`config.mk`:
```
export PLATFORM = sky130hd
export DESIGN_NAME = cau_div_step
export DESIGN_NICKNAME = d
export VERILOG_FILES = /design/src/rtl/cau_pkg.sv /design/src/rtl/cau_div_step.sv
export SDC_FILE = /design/constraint.sdc
export NUM_CORES = 1
export LEC_CHECK = 0
export BUFFER_PORTS_ARGS = -buffer_cell sky130_fd_sc_hd__buf_4
export CAP_MARGIN = 20
export CORE_AREA = 5 5 301 303
export CTS_BUF_LIST = sky130_fd_sc_hd__clkbuf_4 sky130_fd_sc_hd__clkbuf_8
export CTS_CLUSTER_SIZE = 10
export DETAILED_ROUTE_END_ITERATION = 16
export DIE_AREA = 0 0 306 308
export RECOVER_POWER = 25
export SYNTH_ARGS = -nofsm -noshare
export SYNTH_HDL_FRONTEND = slang
export SYNTH_SLANG_ARGS = --single-unit
```
`constraint.sdc`:
```
create_clock -name clk -period 11.3 [get_ports clk]
set_clock_uncertainty 0.15 [all_clocks]
set_input_delay 2.26 -clock clk [delete_from_list [all_inputs] [get_ports clk]]
set_output_delay 2.26 -clock clk [all_outputs]
set_load 0.01 [all_outputs]
```
`src/rtl/cau_pkg.sv`:
```
// Shared types, constants and the saturation helper for the complex arithmetic unit.
// Used by cau_div_step and complex_arithmetic_unit; depends on nothing else.
`default_nettype none
package cau_pkg;

  localparam int DATA_W = 32;
  localparam int FRAC_W = 16;
  localparam int LIN_W  = DATA_W + 1;
  localparam int PROD_W = 2 * DATA_W;
  localparam int SUM_W  = PROD_W + 1;
  localparam int DEN_W  = PROD_W;
  localparam int REM_W  = DEN_W + DATA_W;

  localparam logic [1:0] OP_ADD = 2'd0;
  localparam logic [1:0] OP_SUB = 2'd1;
  localparam logic [1:0] OP_MUL = 2'd2;
  localparam logic [1:0] OP_DIV = 2'd3;

  typedef struct packed {
    logic [1:0]               req_type;
    logic signed [DATA_W-1:0] a_re;
    logic signed [DATA_W-1:0] a_im;
    logic signed [DATA_W-1:0] b_re;
    logic signed [DATA_W-1:0] b_im;
  } req_t;

  typedef struct packed {
    logic signed [DATA_W-1:0] res_re;
    logic signed [DATA_W-1:0] res_im;
    logic                     div_zero;
    logic                     overflow;
  } rsp_t;

  typedef struct packed {
    logic              ovf;
    logic [DATA_W-1:0] val;
  } sat_t;

  // Quotient pipeline payload; non-divide results ride along in res.
  typedef struct packed {
    logic              is_div;
    logic              neg_re;
    logic              neg_im;
    logic              big_re;
    logic              big_im;
    logic [REM_W-1:0]  rem_re;
    logic [REM_W-1:0]  rem_im;
    logic [DATA_W-1:0] q_re;
    logic [DATA_W-1:0] q_im;
    logic [DEN_W-1:0]  den;
    rsp_t              res;
  } div_bus_t;

  function automatic sat_t sat_word(input logic signed [SUM_W-1:0] v);
    logic signed [SUM_W-1:0] max_v;
    logic signed [SUM_W-1:0] min_v;
    sat_t                    r;
    max_v = {{(SUM_W-DATA_W+1){1'b0}}, {(DATA_W-1){1'b1}}};
    min_v = {{(SUM_W-DATA_W+1){1'b1}}, {(DATA_W-1){1'b0}}};
    if (v > max_v) begin
      r.ovf = 1'b1;
      r.val = max_v[DATA_W-1:0];
    end else if (v < min_v) begin
      r.ovf = 1'b1;
      r.val = min_v[DATA_W-1:0];
    end else begin
      r.ovf = 1'b0;
      r.val = v[DATA_W-1:0];
    end
    return r;
  endfunction

endpackage
`default_nettype wire

```
`src/rtl/cau_div_step.sv`:
```
// One restoring-division stage: resolves quotient bit STEP of both parts.
// Depends on cau_pkg for the payload type.
`default_nettype none
module cau_div_step #(
  parameter int STEP = cau_pkg::DATA_W - 1
) (
  input  wire                    clk,
  input  wire                    rst_n,
  input  wire                    in_valid,
  output logic                   in_ready,
  input  cau_pkg::div_bus_t      in_bus,
  output logic                   out_valid,
  input  wire                    out_ready,
  output cau_pkg::div_bus_t      out_bus
);

  logic                          valid_r;
  cau_pkg::div_bus_t             bus_r;
  cau_pkg::div_bus_t             bus_nxt;
  logic [cau_pkg::REM_W-1:0]     dsh;

  assign dsh      = cau_pkg::REM_W'(in_bus.den) << STEP;
  assign in_ready = !valid_r || out_ready;

  always_comb begin
    bus_nxt = in_bus;
    if (in_bus.rem_re >= dsh) begin
      bus_nxt.rem_re     = in_bus.rem_re - dsh;
      bus_nxt.q_re[STEP] = 1'b1;
    end
    if (in_bus.rem_im >= dsh) begin
      bus_nxt.rem_im     = in_bus.rem_im - dsh;
      bus_nxt.q_im[STEP] = 1'b1;
    end
  end

  always_ff @(posedge clk) begin
    if (!rst_n) begin
      valid_r <= 1'b0;
    end else if (in_ready) begin
      valid_r <= in_valid;
    end
  end

  always_ff @(posedge clk) begin
    if (in_ready && in_valid) begin
      bus_r <= bus_nxt;
    end
  end

  assign out_valid = valid_r;
  assign out_bus   = bus_r;

endmodule
`default_nettype wire

```
After elaboration in Yosys (flattened, before gate mapping):

Cells that the tools add are included.

* bits in latches: 0
* memories: 0
* register bits: 392
* RAM bits: 0
* logic and storage cells: 26
* ROM bits: 0
* output and inout bits: 393

* multipliers: 0
* reduce and logical (&&, ||, !) cells: 3
* bitwise gates (word level): 0
* shifts and indexed selects: 0
* mux-type cells: 2
* magnitude comparators: 2
* div/mod/pow operators: 0
* add/sub/neg operators: 2
* eq/ne operators: 0

Operator list (count)
* $ge 96x95->1: 2
* $mux 96: 2
* $sub 96x95->96: 2
* $logic_and 1x1->1: 1
* $logic_not 1->1: 1
* $logic_or 1x1->1: 1

Longest topological paths before layout:

* depth in word-level cells: 3
* mapped depth: 16

Least setup slack after synthesis:

OpenSTA, ideal clock, no wires.

* path kind: input-to-reg
* from: in out_ready
* to: reg bus_r (netlist bit out_bus[0]) (enable)
* arrival time: 11.332 ns
* setup time: 0.806 ns
* slack: -0.988 ns
* stages on the path: 2
* data required time: 10.344 ns
* buffers on the path: 0
* cell sequence: nand2b_1 and2_1

* longest elaborated chain between the ends: 2

RTL lines
* from (decl): RTL line cau_div_step.sv:13 `input wire out_ready,`
* $logic_or 1x1->1: RTL line cau_div_step.sv:23 `assign in_ready = !valid_r || out_ready;`
* $logic_and 1x1->1: RTL line cau_div_step.sv:46 `if (in_ready && in_valid) begin`
* to (signal assigned): RTL line cau_div_step.sv:47 `bus_r <= bus_nxt;`
* to (decl): RTL line cau_div_step.sv:18 `cau_pkg::div_bus_t bus_r;`

Every way passes these cells.
A chain may end at the register's enable or synchronous reset.

Worst setup path after layout:

* from: in out_ready
* to: reg bus_r (netlist bit out_bus[23]) (enable)

The elaborated chain is that of the path after synthesis.

==> impl_metrics.ini <==
[critical_path]
ff2ff_path_depth = 4
timing.critical_path.from = out_ready
arrival_ps = 6610
crit_path_end_kind = register
critPathMaxFanout = 144
r2r-end = out_bus[23]
worstSetupEndpoint = out_bus[23]
critPathKind = input pin to register
start_kind = input pin
required_ps = 11440
rr_startpoint = out_valid
regToRegSetupSlack_ps = 6240

[cells_and_area]
layout_common_cells = buf_4, edfxtp_1, clkbuf_4
area_growth_pct = 40.2
final_common_cell = buf_4
drive_above_1_share_pct = 33.7
n_fill_cell = 8988
nets = 3145
final_cells = 3852

[cts]
cts_tree = yes
cts.reportedPaths.clkPinSlew_ps = 60
cts.sinks = 392
cts_setup_buffers = 0
ctsHoldBuffers = 0
htreeDepth = 3
clk_latency_ps = 670
numCtsBuffers = 76
clk_path_buf_depth = 3
cts_root_buf = clkbuf_8
cts_resized = 0

[timing]
tns_ps = 0
clock.fmax_mhz = 155
final-setup-viol-count = 0
worst_slew_pin_slew_ps = 3100
slew_violations = 43
period_minus_slack_ps = 6470
worst_hold_slack_ps = 386
layout_setup_ws_ps = 4830
relSlewSlack_pct = -107
hold_viol = 0
rsz0062_at_grt = no
timing.final.crit_share_pct = 57.3

[min_path]
min-delay-path-class = register to register

[routing]
num_vias = 18200
routed_wl_mm = 94.6
drt-wirelength-per-cell_um = 24.6
drc_errors = 0
drt-initial-drc-count = 1550
ant_nets = 0
vias_per_cell = 4.74
first_pass_iters = 5

[placement]
gp_congestion = 0.905
dp_cells = 3707
place.detailed.hpwl_mm = 78.6
port_buffers = 787
dp_slack_ps = 4280

[power]
ir_drop_mv = 0.0787
p_per_area_mw_per_mm2 = 150
p_leak_uw = 0.0124

[synth]
syn_nets = 2341
synth_edf_count = 391
synth_top_family_by_area = compound AO/OA/AOI/OAI gates
synth_xor_area_share_pct = 5.10
muxShareOfSynthArea_pct = 3.82
syn-instance-count = 1816
synthFlopType = edfxtp_1
ys_seq_elements = 392
synth_compound_area_share_pct = 15.1
synthArstFlopShare_pct = 0
synthAdderAreaFrac_pct = 7.70
yosysSeqAreaShare_pct = 55.2
synth.distinct_cells = 76
synthesis.area_mm2 = 0.0213
synth.avg_cell_area_um2 = 11.7
synthesis.yosys.warnings = 0
synthSimpleGateAreaFrac_pct = 9.79

[grt]
grt_max_degree = 145
grt_pass1_vias = 17800
antenna_found_initial = 22
grt_usage_pct = 18.9
grt_pass1_wl_mm = 130
grt-ovfl-total = 0

[die]
core_mm2 = 0.0877
chipWidth_um = 306
ios = 788
dieHeight_um = 308
dieArea_mm2 = 0.0942
rows = 109
initial_core_util_pct = 24.3

[status]
status = complete, but fails checks
violations = max-capacitance violations, max-slew violations

[run]
cap_violations = 1
[critical path, stage by stage]
cell      delay, ps
clkbuf_4        100
nand2b_1        120
and2_0         2240
buf_4          1010
buf_12          520
[cells in the mapped netlist (all sizes together) (6+ instances only)]
master  count  area (µm²)
edfxtp    391       11700
nand2     150         563
a21oi     149         761
o21ai     142         714
ha        128        1600
inv       103         387
a21o       82         616
xnor2      71         622
mux2       67         754
nor2       61         229
nand4      53         332
xor2       53         464
clkbuf     49         184
nand3      30         150
o21bai     26         195
nor2b      22         138
buf        20         140
nor4       19         125
o21a       19         143
nor3       18        90.1
a31oi      17         125
a211oi     16         143
nand2b     16         100
and3       15        93.8
o31ai       8        73.8
a21boi      7        52.6
or3         7        48.8
or4         7        52.6
and2        6        37.5
mux2i       6        60.1
o211ai      6        45.0
[routing by layer]
| layer | part of all wire [%] | track usage [%] | vias to the layer above |
|---|---|---|---|
| met2 | 51 | 33.9 | 764 |
| met1 | 38 | 21.8 | 8856 |
| li1 | - | - | 8469 |
| met4 | 2.4 | 5.23 | 24 |
| met5 | 0.17 | 0 | - |
| met3 | 8.3 | 5.87 | 135 |
[stage by stage]
step                area [µm²]  total power [µW]  util (%)
finish                   29900              4480      34.1
global route             29900              4680      34.1
CTS                      30100              4540      34.4
floorplan                21300              2400         -
detailed placement       28500              2910      32.5
global placement         28500              2910      32.5
[cell type report]
| cell class | count | area [µm²] | share of cell area [%] |
|---|---|---|---|
| repair buffers | 795 | 5710 | 19.1 |
| multi-input cells | 1252 | 8860 | 29.7 |
| clock inverters | 43 | 469 | 1.57 |
| inverters | 103 | 387 | 1.29 |
| clock buffers | 97 | 1210 | 4.05 |
| well taps | 1165 | 1460 | 4.88 |
| diodes | 5 | 12.5 | 0.0419 |
| flip-flops and latches | 392 | 11800 | 39.4 |
[cell families (layout without fill, tap and decap cells)]
logic type / Yosys count / after routing
muxes: 73 / 73
other: 0 / 5
DFF: 392 / 392
xor gates and xnor gates: 124 / 124
adders and majority gates: 130 / 130
and+or+nand+nor: 420 / 420
buffers and inverters: 172 / 1038
AOI/OAI and AO/OA: 505 / 505
[power by group]
group	internal, µW	total [µW]	leakage, µW	switching (µW)
clock	921	1600	0.000872	683
combinational	458	1070	0.00776	608
sequential	1770	1810	0.00379	40.6
total	3140	4480	0.0124	1330
[how the worst min path moves through the flow]
stage               from        end  cells after the start
6_report       out_valid  out_valid                      2
2_1_floorplan  out_valid  out_valid                      2
5_1_grt        out_valid  out_valid                      2
4_1_cts        out_valid  out_valid                      2
3_3_place_gp   out_valid  out_valid                      2
3_5_place_dp   out_valid  out_valid                      2
[flip-flops by register name, summed over array words and instances, names as in the netlist]
register   flops
out_bus      391
out_valid      1
(Power assumes the default switching activity.)
